===== src/hw/rtl/dssm_pkg.sv =====
`timescale 1ns / 1ps
// ----------------------------------------------------------------------------
// dssm_pkg: shared types and constants for the dual stack memory unit
// Action and status codes, default sizes, control/status bundles.
// ----------------------------------------------------------------------------
package dssm_pkg;

  localparam int DEPTH_DEF = 64;
  localparam int CAP_DEF   = 48;
  localparam int WORD_W    = 32;

  typedef enum logic [1:0] {
    ACT_PUSH_LO = 2'd0,
    ACT_PUSH_HI = 2'd1,
    ACT_POP_LO  = 2'd2,
    ACT_POP_HI  = 2'd3
  } action_t;

  typedef enum logic [1:0] {
    ST_OK    = 2'd0,
    ST_FULL  = 2'd1,
    ST_EMPTY = 2'd2
  } status_t;

  // controller -> datapath
  typedef struct packed {
    logic capture;      // latch the request
    logic commit;       // check, update pointers, access memory
    logic load_result;  // move result into the output register
  } dssm_cmd_t;

  // datapath -> controller
  typedef struct packed {
    logic slot_free;    // output register empty or draining this cycle
    logic res_refused;  // last committed request was refused
  } dssm_sts_t;

endpackage


===== src/hw/rtl/dssm_req_if.sv =====
`timescale 1ns / 1ps
// ----------------------------------------------------------------------------
// dssm_req_if: request channel
// Valid/ready channel carrying one push or pop request.
// ----------------------------------------------------------------------------
interface dssm_req_if;
  import dssm_pkg::*;

  logic                     valid;
  logic                     ready;
  logic [1:0]               action;
  logic signed [WORD_W-1:0] push_value;

  modport source (output valid, output action, output push_value, input ready);
  modport sink   (input valid, input action, input push_value, output ready);
endinterface


===== src/hw/rtl/dssm_rsp_if.sv =====
`timescale 1ns / 1ps
// ----------------------------------------------------------------------------
// dssm_rsp_if: response channel
// Valid/ready channel carrying the popped word and a status code.
// ----------------------------------------------------------------------------
interface dssm_rsp_if;
  import dssm_pkg::*;

  logic                     valid;
  logic                     ready;
  logic signed [WORD_W-1:0] pop_value;
  logic [1:0]               status;

  modport source (output valid, output pop_value, output status, input ready);
  modport sink   (input valid, input pop_value, input status, output ready);
endinterface


===== src/hw/rtl/dssm_ctrl.sv =====
`timescale 1ns / 1ps
// ----------------------------------------------------------------------------
// dssm_ctrl: request sequencer
// Walks each request through capture, commit and result hand-off.
// ----------------------------------------------------------------------------
module dssm_ctrl (
  input  logic                clk,
  input  logic                rst_n,
  input  logic                in_valid,
  output logic                in_ready,
  input  dssm_pkg::dssm_sts_t sts,
  output dssm_pkg::dssm_cmd_t cmd
);
  import dssm_pkg::*;

  typedef enum logic [1:0] {
    S_IDLE,
    S_EXEC,
    S_RESULT
  } state_t;

  state_t state_r, state_nxt;
  logic   in_ready_r;

  always_comb begin
    state_nxt = state_r;
    cmd       = '0;
    unique case (state_r)
      S_IDLE: begin
        if (in_valid && in_ready_r) begin
          cmd.capture = 1'b1;
          state_nxt   = S_EXEC;
        end
      end
      S_EXEC: begin
        cmd.commit = 1'b1;
        state_nxt  = S_RESULT;
      end
      S_RESULT: begin
        if (sts.slot_free) begin
          cmd.load_result = 1'b1;
          state_nxt       = S_IDLE;
        end
      end
      default: state_nxt = S_IDLE;
    endcase
  end

  always_ff @(posedge clk) begin
    if (!rst_n) begin
      state_r    <= S_IDLE;
      in_ready_r <= 1'b1;
    end else begin
      state_r    <= state_nxt;
      in_ready_r <= (state_nxt == S_IDLE);
    end
  end

  assign in_ready = in_ready_r;

  a_ready_only_idle: assert property (@(posedge clk) disable iff (!rst_n)
    in_ready_r |-> state_r == S_IDLE)
    else $error("ready raised outside idle");

  a_accept_then_commit: assert property (@(posedge clk) disable iff (!rst_n)
    cmd.capture |=> cmd.commit && !in_ready_r)
    else $error("captured request not committed next cycle");

endmodule


===== src/hw/rtl/dssm_dp.sv =====
`timescale 1ns / 1ps
// ----------------------------------------------------------------------------
// dssm_dp: stack datapath
// Shared word memory, the two stack pointers, limit checks, result register.
// ----------------------------------------------------------------------------
module dssm_dp #(
  parameter int DEPTH = dssm_pkg::DEPTH_DEF,
  parameter int CAP   = dssm_pkg::CAP_DEF
) (
  input  logic                             clk,
  input  logic                             rst_n,
  input  dssm_pkg::dssm_cmd_t              cmd,
  output dssm_pkg::dssm_sts_t              sts,
  input  logic [1:0]                       in_action,
  input  logic signed [dssm_pkg::WORD_W-1:0] in_push_value,
  output logic                             out_valid,
  input  logic                             out_ready,
  output logic signed [dssm_pkg::WORD_W-1:0] out_pop_value,
  output logic [1:0]                       out_status
);
  import dssm_pkg::*;

  localparam int AW   = $clog2(DEPTH);
  localparam int PW   = AW + 1;                 // signed, spans -1 .. DEPTH-1
  localparam int CBW  = $clog2(CAP + 1) + 1;
  localparam int CW   = ((PW > CBW) ? PW : CBW) + 1;
  localparam logic signed [CW-1:0] CAP_X    = CW'(CAP);
  localparam logic signed [CW-1:0] TOP_X    = CW'(DEPTH - 1);
  localparam logic signed [PW-1:0] UP_RESET = PW'(DEPTH - 1);

  logic [WORD_W-1:0] mem [DEPTH];

  action_t                  act_r;
  logic signed [WORD_W-1:0] val_r;
  logic signed [PW-1:0]     lower_top_r, lower_top_nxt;
  logic signed [PW-1:0]     upper_top_r, upper_top_nxt;
  logic signed [PW-1:0]     lo_dec, up_inc;
  logic signed [CW-1:0]     lo_x, up_x, up_cnt;
  logic                     lo_full, up_full, lo_empty, up_empty;
  logic                     wr_en, rd_en;
  logic [AW-1:0]            wr_addr, rd_addr;
  status_t                  status_nxt;
  status_t                  res_status_r;
  logic                     res_pop_r;
  logic [WORD_W-1:0]        rd_data_r;
  logic                     out_valid_r;
  logic signed [WORD_W-1:0] out_pop_value_r;
  logic [1:0]               out_status_r;

  // limit checks on sign-extended pointers
  assign lo_x     = CW'(lower_top_r);
  assign up_x     = CW'(upper_top_r);
  assign up_cnt   = TOP_X - up_x;
  assign lo_full  = (lo_x >= up_x) || (lo_x >= CAP_X);
  assign up_full  = (up_x < lo_x) || (up_cnt >= CAP_X);
  assign lo_empty = (lo_x <= '0);
  assign up_empty = (up_x >= TOP_X);
  assign lo_dec   = lower_top_r - PW'(1);
  assign up_inc   = upper_top_r + PW'(1);

  always_comb begin
    lower_top_nxt = lower_top_r;
    upper_top_nxt = upper_top_r;
    wr_en         = 1'b0;
    rd_en         = 1'b0;
    wr_addr       = lower_top_r[AW-1:0];
    rd_addr       = lo_dec[AW-1:0];
    status_nxt    = ST_OK;
    unique case (act_r)
      ACT_PUSH_LO: begin
        if (lo_full) begin
          status_nxt = ST_FULL;
        end else begin
          wr_en         = 1'b1;
          wr_addr       = lower_top_r[AW-1:0];
          lower_top_nxt = lower_top_r + PW'(1);
        end
      end
      ACT_PUSH_HI: begin
        if (up_full) begin
          status_nxt = ST_FULL;
        end else begin
          wr_en         = 1'b1;
          wr_addr       = upper_top_r[AW-1:0];
          upper_top_nxt = upper_top_r - PW'(1);
        end
      end
      ACT_POP_LO: begin
        if (lo_empty) begin
          status_nxt = ST_EMPTY;
        end else begin
          rd_en         = 1'b1;
          rd_addr       = lo_dec[AW-1:0];
          lower_top_nxt = lo_dec;
        end
      end
      ACT_POP_HI: begin
        if (up_empty) begin
          status_nxt = ST_EMPTY;
        end else begin
          rd_en         = 1'b1;
          rd_addr       = up_inc[AW-1:0];
          upper_top_nxt = up_inc;
        end
      end
      default: status_nxt = ST_OK;
    endcase
  end

  // shared memory, registered read
  always_ff @(posedge clk) begin
    if (cmd.commit && wr_en) begin
      mem[wr_addr] <= val_r;
    end
    if (cmd.commit && rd_en) begin
      rd_data_r <= mem[rd_addr];
    end
  end

  // request and result payload
  always_ff @(posedge clk) begin
    if (cmd.capture) begin
      act_r <= action_t'(in_action);
      val_r <= in_push_value;
    end
    if (cmd.commit) begin
      res_status_r <= status_nxt;
      res_pop_r    <= rd_en;
    end
    if (cmd.load_result) begin
      out_pop_value_r <= res_pop_r ? rd_data_r : '0;
      out_status_r    <= res_status_r;
    end
  end

  // pointers and output valid
  always_ff @(posedge clk) begin
    if (!rst_n) begin
      lower_top_r <= '0;
      upper_top_r <= UP_RESET;
      out_valid_r <= 1'b0;
    end else begin
      if (cmd.commit) begin
        lower_top_r <= lower_top_nxt;
        upper_top_r <= upper_top_nxt;
      end
      if (cmd.load_result) begin
        out_valid_r <= 1'b1;
      end else if (out_ready) begin
        out_valid_r <= 1'b0;
      end
    end
  end

  assign sts.slot_free   = !out_valid_r || out_ready;
  assign sts.res_refused = (res_status_r != ST_OK);

  assign out_valid     = out_valid_r;
  assign out_pop_value = out_pop_value_r;
  assign out_status    = out_status_r;

  a_ptr_order: assert property (@(posedge clk) disable iff (!rst_n)
    lo_x <= up_x + CW'(1))
    else $error("stack pointers crossed");

  a_cap_bound: assert property (@(posedge clk) disable iff (!rst_n)
    (lo_x <= CAP_X) && (up_cnt <= CAP_X) && (lo_x >= '0))
    else $error("stack occupancy beyond capacity");

  a_ptr_hold: assert property (@(posedge clk) disable iff (!rst_n)
    !cmd.commit |=> $stable(lower_top_r) && $stable(upper_top_r))
    else $error("pointer moved without a commit");

  a_refused_no_pop: assert property (@(posedge clk) disable iff (!rst_n)
    (cmd.load_result && sts.res_refused) |=> out_pop_value_r == '0)
    else $error("refused request returned data");

endmodule


===== src/hw/rtl/dual_stack_shared_memory_unit.sv =====
`timescale 1ns / 1ps
// ----------------------------------------------------------------------------
// dual_stack_shared_memory_unit: two stacks in one shared memory
// Stack one grows up from entry 0, stack two down from entry DEPTH-1.
// ----------------------------------------------------------------------------
// Sequence: a transferred request is captured, then committed with memory access,
//   then loaded into the output register, which raises the response valid.
// Requests: the single-request sequencer takes a new request only after the
//   previous result is loaded; a stalled response holds it in its result state.
// Reset: synchronous, active low; both stacks empty, no response pending.
//   Memory contents are not cleared; a pop only reads entries pushed earlier.
module dual_stack_shared_memory_unit #(
  parameter int DEPTH = dssm_pkg::DEPTH_DEF,  // shared words, 4..4096
  parameter int CAP   = dssm_pkg::CAP_DEF     // per-stack entry limit
) (
  input logic       clk,
  input logic       rst_n,
  dssm_req_if.sink  in_req,
  dssm_rsp_if.source out_rsp
);
  import dssm_pkg::*;

  dssm_cmd_t cmd;   // sequencer commands
  dssm_sts_t sts;   // datapath status

  // Sequencer: idle -> exec -> result, one request in flight.
  dssm_ctrl u_ctrl (
    .clk      (clk),
    .rst_n    (rst_n),
    .in_valid (in_req.valid),
    .in_ready (in_req.ready),
    .sts      (sts),
    .cmd      (cmd)
  );

  // Datapath: memory, pointers, full/empty checks, output register.
  // The output register decouples the response side, so a new request
  // can be taken while a finished response waits for its transfer.
  dssm_dp #(
    .DEPTH (DEPTH),
    .CAP   (CAP)
  ) u_dp (
    .clk           (clk),
    .rst_n         (rst_n),
    .cmd           (cmd),
    .sts           (sts),
    .in_action     (in_req.action),
    .in_push_value (in_req.push_value),
    .out_valid     (out_rsp.valid),
    .out_ready     (out_rsp.ready),
    .out_pop_value (out_rsp.pop_value),
    .out_status    (out_rsp.status)
  );

endmodule

===== src/flat_wrapper.sv =====
// flat-port wrapper written by rule: the top's interface ports become plain ports
module dual_stack_shared_memory_unit_flat import dssm_pkg::*;
#(
  parameter int DEPTH = dssm_pkg::DEPTH_DEF,                          
  parameter int CAP   = dssm_pkg::CAP_DEF                             
)
  (clk, rst_n, in_req_valid, in_req_action, in_req_push_value, in_req_ready, out_rsp_valid, out_rsp_pop_value, out_rsp_status, out_rsp_ready);
  dssm_req_if in_req_i ();
  dssm_rsp_if out_rsp_i ();
  input logic clk;
  input logic rst_n;
  input wire logic [$bits(in_req_i.valid)-1:0] in_req_valid;
  input wire logic [$bits(in_req_i.action)-1:0] in_req_action;
  input wire logic [$bits(in_req_i.push_value)-1:0] in_req_push_value;
  output wire logic [$bits(in_req_i.ready)-1:0] in_req_ready;
  output wire logic [$bits(out_rsp_i.valid)-1:0] out_rsp_valid;
  output wire logic [$bits(out_rsp_i.pop_value)-1:0] out_rsp_pop_value;
  output wire logic [$bits(out_rsp_i.status)-1:0] out_rsp_status;
  input wire logic [$bits(out_rsp_i.ready)-1:0] out_rsp_ready;
  assign in_req_i.valid = in_req_valid;
  assign in_req_i.action = in_req_action;
  assign in_req_i.push_value = in_req_push_value;
  assign in_req_ready = in_req_i.ready;
  assign out_rsp_valid = out_rsp_i.valid;
  assign out_rsp_pop_value = out_rsp_i.pop_value;
  assign out_rsp_status = out_rsp_i.status;
  assign out_rsp_i.ready = out_rsp_ready;
  dual_stack_shared_memory_unit #(.DEPTH(DEPTH), .CAP(CAP)) u_core (.clk(clk), .rst_n(rst_n), .in_req(in_req_i), .out_rsp(out_rsp_i));
endmodule

===== config.mk =====
export PLATFORM = sky130hd
export DESIGN_NAME = dual_stack_shared_memory_unit_flat
export DESIGN_NICKNAME = d
export VERILOG_FILES = /design/src/hw/rtl/dssm_pkg.sv /design/src/hw/rtl/dssm_req_if.sv /design/src/hw/rtl/dssm_rsp_if.sv /design/src/hw/rtl/dssm_ctrl.sv /design/src/hw/rtl/dssm_dp.sv /design/src/hw/rtl/dual_stack_shared_memory_unit.sv /design/src/flat_wrapper.sv
export SDC_FILE = /design/constraint.sdc
export NUM_CORES = 2
export LEC_CHECK = 0
export ABC_AREA = 1
export BUFFER_PORTS_ARGS = -buffer_cell sky130_fd_sc_hd__buf_2
export CORE_UTILIZATION = 45
export CTS_CLUSTER_DIAMETER = 60
export CTS_CLUSTER_SIZE = 20
export DETAILED_ROUTE_END_ITERATION = 10
export MAX_ROUTING_LAYER = met4
export PLACE_DENSITY = 0.71
export SYNTH_ARGS = -nofsm -noshare
export SYNTH_HDL_FRONTEND = slang
export SYNTH_SLANG_ARGS = --single-unit

===== constraint.sdc =====
create_clock -name clk -period 12.4 [get_ports clk]
set_input_delay 0 -clock clk [delete_from_list [all_inputs] [get_ports clk]]
set_output_delay 0 -clock clk [all_outputs]
set_load 0.05 [all_outputs]

Yosys cells after proc, flatten, opt, wreduce, memory -nomap -nowiden --
Memories as Yosys holds them, arrays and structs flattened. A register that Yosys moved wholly into a read port is not among the register bits. Index checks and enable logic that the tools add are counted. Widths: inputs -> output; s select.
Storage, ports and cells: register bits after elaboration 89, bits in writable memories 2048, input bits 38, logic and storage cells 80, memories 1
Memory list:
- u_core.u_dp.mem | words 64, bits a word 32, read ports 1, clocked after Yosys merged registers in 1, wr ports 1, line dssm_dp.sv:31 | logic [WORD_W-1:0] mem [DEPTH];
Operators by class: $add $sub $neg 5, magnitude comparators 6, equal/unequal tests 9, mux-type cells 33, reductions and logical operators 15
Operator list (count):
- $mux 7 | 4
- $pmux 7 s2 | 2
- $mux 6 | 4
- $mux 1 | 15
- $add 7x2->7 const B | 2
- $ge 7x7->1 const B | 2
- $sub 7x2->7 const B | 2
- $ge 8x7->1 const B | 1
- $le 8x1->1 const B | 1
- $mux 2 | 4
- $ne 2x2->1 const B | 4
- $pmux 2 s4 | 1
- $reduce_and 4->1 | 2
- $sub 7x7->8 const A | 1
- $ge 7x7->1 | 1
- $lt 7x7->1 | 1
- $eq 2x2->1 const B | 3
- $logic_not 2->1 | 3
- $pmux 2 s3 | 1
- $reduce_bool 2->1 | 3
- $eq 2x1->1 const B | 2
- $pmux 1 s2 | 2
- $logic_and 1x1->1 | 3
- $logic_or 1x1->1 | 3
- $logic_not 1->1 | 1

Depth between registers and ports, before layout --
depth in word-level cells 8, depth in mapped cells 17

Cells and area by module --
A second synthesis with hierarchy kept.
Unflattened totals: cells, all modules 9093, area total of the unflattened synthesis 94592.0 um2
By module, submodules not included:
- dssm_dp | instances 1, cells each 9073, area an instance 94460.6 um2, sequential area each 64892.2 um2
- dssm_ctrl | instances 1, cells each 20, area an instance 131.4 um2, sequential area each 60.1 um2

Worst setup path after synthesis --
Ideal clock, no wire load.
path type register -> register, start reg u_core.u_dp.lower_top_r[2], end mem u_core.u_dp.mem[0][0], enable pin, data arrival time 3665 ps, data required time 11979 ps, path slack 8314 ps, cell stages (with the launch flop) 14, path buffers 2, cells stage by stage dfxtp_1 buf_2 inv_1 ha_1 a21oi_1 o21ai_1 nand2_1 nand3_1 o21ai_1 nand3_1 clkbuf_1 o21ai_0 nand3_1 nor2_1
Between the ends: word-level cells in the longest chain between the ends 7, elaborated cells between the ends (all ways) 13, those cells by class order compare: 3; mux: 7; reduce/logical: 3
RTL lines:
- from (decl) | line dssm_dp.sv:35 | logic signed [PW-1:0] lower_top_r, lower_top_nxt;
- from (signal assigned) | line dssm_dp.sv:144 | lower_top_r <= lower_top_nxt;
- $lt 7x7->1 / $ge 7x7->1 (equally long branches) | line dssm_dp.sv:55, dssm_dp.sv:54
- $logic_or 1x1->1, on equally long branches | line dssm_dp.sv:55, dssm_dp.sv:54
- $mux 1, on equally long branches | line dssm_dp.sv:80, dssm_dp.sv:71
- $pmux 1 s2 | line dssm_dp.sv:69 | unique case (act_r)
- $logic_and 1x1->1 | line dssm_dp.sv:112 | if (cmd.commit && wr_en) begin
- $mux 1 | line dssm_dp.sv:112
- $mux 1 (implied by the code) | line dssm_dp.sv:113 | mem[wr_addr] <= val_r;
- to (decl) | line dssm_dp.sv:31
Several ways; a longest one is shown, not always the timed one.

Worst setup path in the final report --
start reg u_core.u_dp.upper_top_r[0], end reg u_core.u_dp.rd_data_r[16] (read register of u_core.u_dp.mem), data pin
Between the ends: word-level cells in the longest chain between the ends 4, elaborated cells between the ends (all ways) 7, those cells by class add/sub: 1; order compare: 1; mux: 4; reduce/logical: 1
RTL lines:
- from (decl) | line dssm_dp.sv:36 | logic signed [PW-1:0] upper_top_r, upper_top_nxt;
- from (signal assigned) | line dssm_dp.sv:145 | upper_top_r <= upper_top_nxt;
- $ge 7x7->1 | line dssm_dp.sv:57 | assign up_empty = (up_x >= TOP_X);
- $mux 1 | line dssm_dp.sv:98 | if (up_empty) begin
- $pmux 1 s2 | line dssm_dp.sv:69
- $logic_and 1x1->1 | line dssm_dp.sv:115 | if (cmd.commit && rd_en) begin
- to (decl) | line dssm_dp.sv:45 | logic [WORD_W-1:0] rd_data_r;
Several ways; a longest one is shown, not always the timed one. A chain may end at the register's enable or synchronous reset.

==> metrics.md <==
| Metric | Value |
|---|---|
| Relative slew slack | 0.118 |
| Worst Tran Pin Value | 1.32 ns |
| Crit-path most repeated cell | nand3_1 |
| Htree depth | 4 |
| Commonest non-fill, non-tap cell in the layout | nand3_1 |
| Number of global-route vias before repair | 61200 |
| EDFF count, synth | 2151 |
| Synth cell types | 38 |
| Post-Syn Nets | 9149 |
| Pwr dens | 152 mW/mm^2 |
| First-pass GRT wire length | 400 mm |
| Combinational share of power | 0.157 |
| Final HPWL DP | 149 mm |
| Final ANT Viol Nets | 0 |
| Syn-to-layout area delta | 9.12% |
| Worst R2R Setup Slack | 6.69 ns |
| Max clock buf depth | 3 |
| Worst IR drop on VDD | 0.119 mV |
| Worst hold path class | input pin to flop |
| Crit path required time | 12.96 ns |
| Critical path origin | u_core.u_dp.upper_top_r[0] |
| Fmax | 0.175 GHz |
| Core Box Area | 0.208 sq mm |
| Post-synth top area share | 0.683 |
| Final WS setup | 6.69 ns |
| Largest net degree at the start of global routing | 173 |
| CP Class | flop to flop |
| I/O pins | 74 |
| Hold Path Origin | out_rsp_ready |
| Worst path buffer plus inverter count | 2 |
| Net switching power | 0.00458 W |
| Pre-CTS setup slack | 6.86 ns |
| Initial Utilization | 0.455 |
| Final slew viol count | 0 |
| Setup-failing EPs final | 0 |
| Leak pwr | 43.1 nW |
| Clk slew on worst S/H paths | 0.09 ns |
| Iter 0 DRT Violations | 9607 |
| Drt drc | 0 |
| Sequential share of power | 0.519 |
| DRT Pass-1 Iters | 9 |
| Total global-route track usage | 0.263 |
| Hold Crit Depth | 4 |
| Top Family by Delay on Critical Path | simple AND/OR/NAND/NOR gates |
| DIE AREA | 0.212 sq mm |
| Max Cap Viol | 0 |
| Share of layout cells above drive strength 1 | 0.0555 |
| Via count | 65200 |
| Ys flop type | edfxtp_1 |
| CTS root buffer | clkbuf_16 |
| Setup bufs post-CTS | 0 |
| Vias per cell | 5.46 |
| Reg-to-reg endpoint | u_core.u_dp.rd_data_r[16] |
| Final hold vios | 0 |
| Sequential share of the synthesized area | 0.686 |
| WHS Endpoint | u_core.u_dp.out_valid |
| Yosys top cell by area | edfxtp_1 |
| Num CTS Buffers | 146 |
| Async set or reset register ratio after synthesis | 0 |
| Clock tree sinks | 2169 |
| Worst R2R Start | u_core.u_dp.upper_top_r[0] |
| DIE HEIGHT | 461 um |
| Mapped Cells | 9098 |
| Final period utilization | 0.461 |
| CTS resizes | 0 |
| I/O Buffers | 73 |
| Final Skew | 0.0451 ns |
| GPL Wtd Cong | 0.889 |
| Synth Warn # | 0 |
| Status | completed |
| Layout Nets | 9087 |
| Top cells by area, synth | edfxtp_1 (68%), nand3_1 (11%), nand2_1 (8.3%) |
| Internal | 0.0112 W |
| Crit. End Element | flop |
| Setup TNS | 0 ns |
| Clock Latency Late Sink | 0.83 ns |
| RSZ-0062 raised after global routing | no |
| Synthesized area | 0.0946 sq mm |
| Grt total ovfl | 0 |
| Initial antenna violation count | 15 |
| Wirelength per Cell | 22.9 um |
| TritonCTS clock tree | done |
| Fin crit period | 5.71 ns |
| Die X | 461 um |
| Crit-path max FO | 141 |
| FF-to-FF path depth | 16 |
| Mapped Avg Cell Area | 10.4 sq um |
| Fraction of power spent switching nets | 0.291 |
| Crit-path cells | ha_1, nand2_1, nor2_4, nand2_4, nand2_4, nand2_8, nand2_8, buf_4, buf_12, nand2_1, nand3_1, nand3_1, nand3_1, nand3_1, nand3_1, nand2_1 |
| Crit path largest cell delay | 0.88 ns |
| Slowest cell on crit path | buf_4 |
| Arrival time worst endpoint | 6.28 ns |
| Most frequent cells in the layout | nand3_1 (2163), edfxtp_1 (2151), nand2_1 (2086), inv_1 (1985), clkbuf_16 (147) |
| Routed WL | 273 mm |
| Row count | 167 |
| Clock network fraction of design power | 0.324 |
| WP depth | 16 |
| Startpoint Class | flop |
| Synthesized flop and latch total | 2169 |
==> registers in the layout (all words and copies together), names as in the netlist <==
| register | count |
|---|---|
| u_core.u_dp.upper_top_r | 7 |
| u_core.u_dp.out_valid | 1 |
| u_core.u_dp.out_status | 2 |
| u_core.u_ctrl.state_r | 2 |
| u_core.u_dp.act_r | 2 |
| u_core.u_dp.rd_data_r | 32 |
| u_core.u_dp.out_pop_value | 32 |
| u_core.u_dp.lower_top_r | 7 |
| u_core.u_dp.mem | 2048 |
| u_core.u_dp.res_status_r | 2 |
| u_core.u_dp.res_pop_r | 1 |
| u_core.u_ctrl.in_ready | 1 |
| u_core.u_dp.val_r | 32 |
==> power by group through the flow <==
stage	Sequential, W	Combinational [W]	Clock (W)
3_3_place_gp	0.00833	0.00236	0
4_1_cts	0.00816	0.00241	0.00513
3_5_place_dp	0.00833	0.00238	0
2_1_floorplan	0.00841	0.00134	0
6_report	0.00816	0.00247	0.00511
5_1_grt	0.00817	0.00260	0.00537
==> what timing repair did <==
action | 4_1_cts | 5_1_grt
hold buffers | 70 | 0
setup endpoints to repair | 0 | 0
hold endpoints to repair | 64 | 0
==> per-layer routing <==
metal | track usage | routed length (um) | up-vias
met5 | - | 0 | -
li1 | - | - | 29400
met4 | 0.121 | 14100 | 0
met2 | 0.390 | 123000 | 3817
met1 | 0.348 | 104000 | 31400
met3 | 0.0514 | 32100 | 574
==> final cells by class <==
cell class | instances | area [sq um]
diodes | 10 | 25.0
clock buffers | 162 | 3740
fillers | 18200 | 105000
inverters | 1992 | 7490
well taps | 2788 | 3490
flip-flops and latches | 2169 | 65000
repair buffers | 264 | 2120
multi-input cells | 4463 | 20400
clock inverters | 83 | 1020
==> synthesized netlist by cell type, types with 12 or more instances <==
library cell  number
nand3_1         2164
edfxtp_1        2151
nand2_1         2088
inv_1           1986
buf_2            320
nor2_1           107
clkbuf_1          78
buf_4             38
buf_1             31
o21ai_0           28
dfxtp_1           18
ha_1              13
a21oi_1           12
==> logic make-up after synthesis <==
logic type | share of synthesized area
flip-flops | 0.686
AND/OR/NAND/NOR | 0.203
buffers and inverters | 0.104
adder cells (fa/ha/maj) | 0.00172
XOR/XNOR | 0.000833
AO/OA/AOI/OAI | 0.00369
==> worst max path at each step <==
stage                                 to  slack, ns
3_3_place_gp    u_core.u_dp.rd_data_r[1]       6.89
6_report       u_core.u_dp.rd_data_r[16]       6.69
2_1_floorplan      u_core.u_dp.mem[0][0]       8.31
3_5_place_dp   u_core.u_dp.rd_data_r[16]       6.86
5_1_grt        u_core.u_dp.rd_data_r[16]       6.45
4_1_cts        u_core.u_dp.rd_data_r[16]       6.81
==> worst reg2reg max path, delay by kind of cell (launching register included) <==
kind,cells,cell delay [ns]
buffers and inverters,2,1.55
adder cells (fa/ha/maj),1,0.23
flip-flops,1,0.51
AND/OR/NAND/NOR,13,3.17
==> metrics by stage <==
step                cells  hold WS, ns   util  cell area, sq um  total power (W)
finish              11900        0.108  0.496            103000           0.0157
global route        11900        0.101  0.496            103000           0.0161
CTS                 11900       0.0368  0.496            103000           0.0157
detailed placement  11600        0.179  0.470             97800           0.0107
global placement    11600        0.176  0.470             97700           0.0107
floorplan            9098       0.0989      -             94600          0.00974
Note: power is estimated with default switching activity, not from simulation.
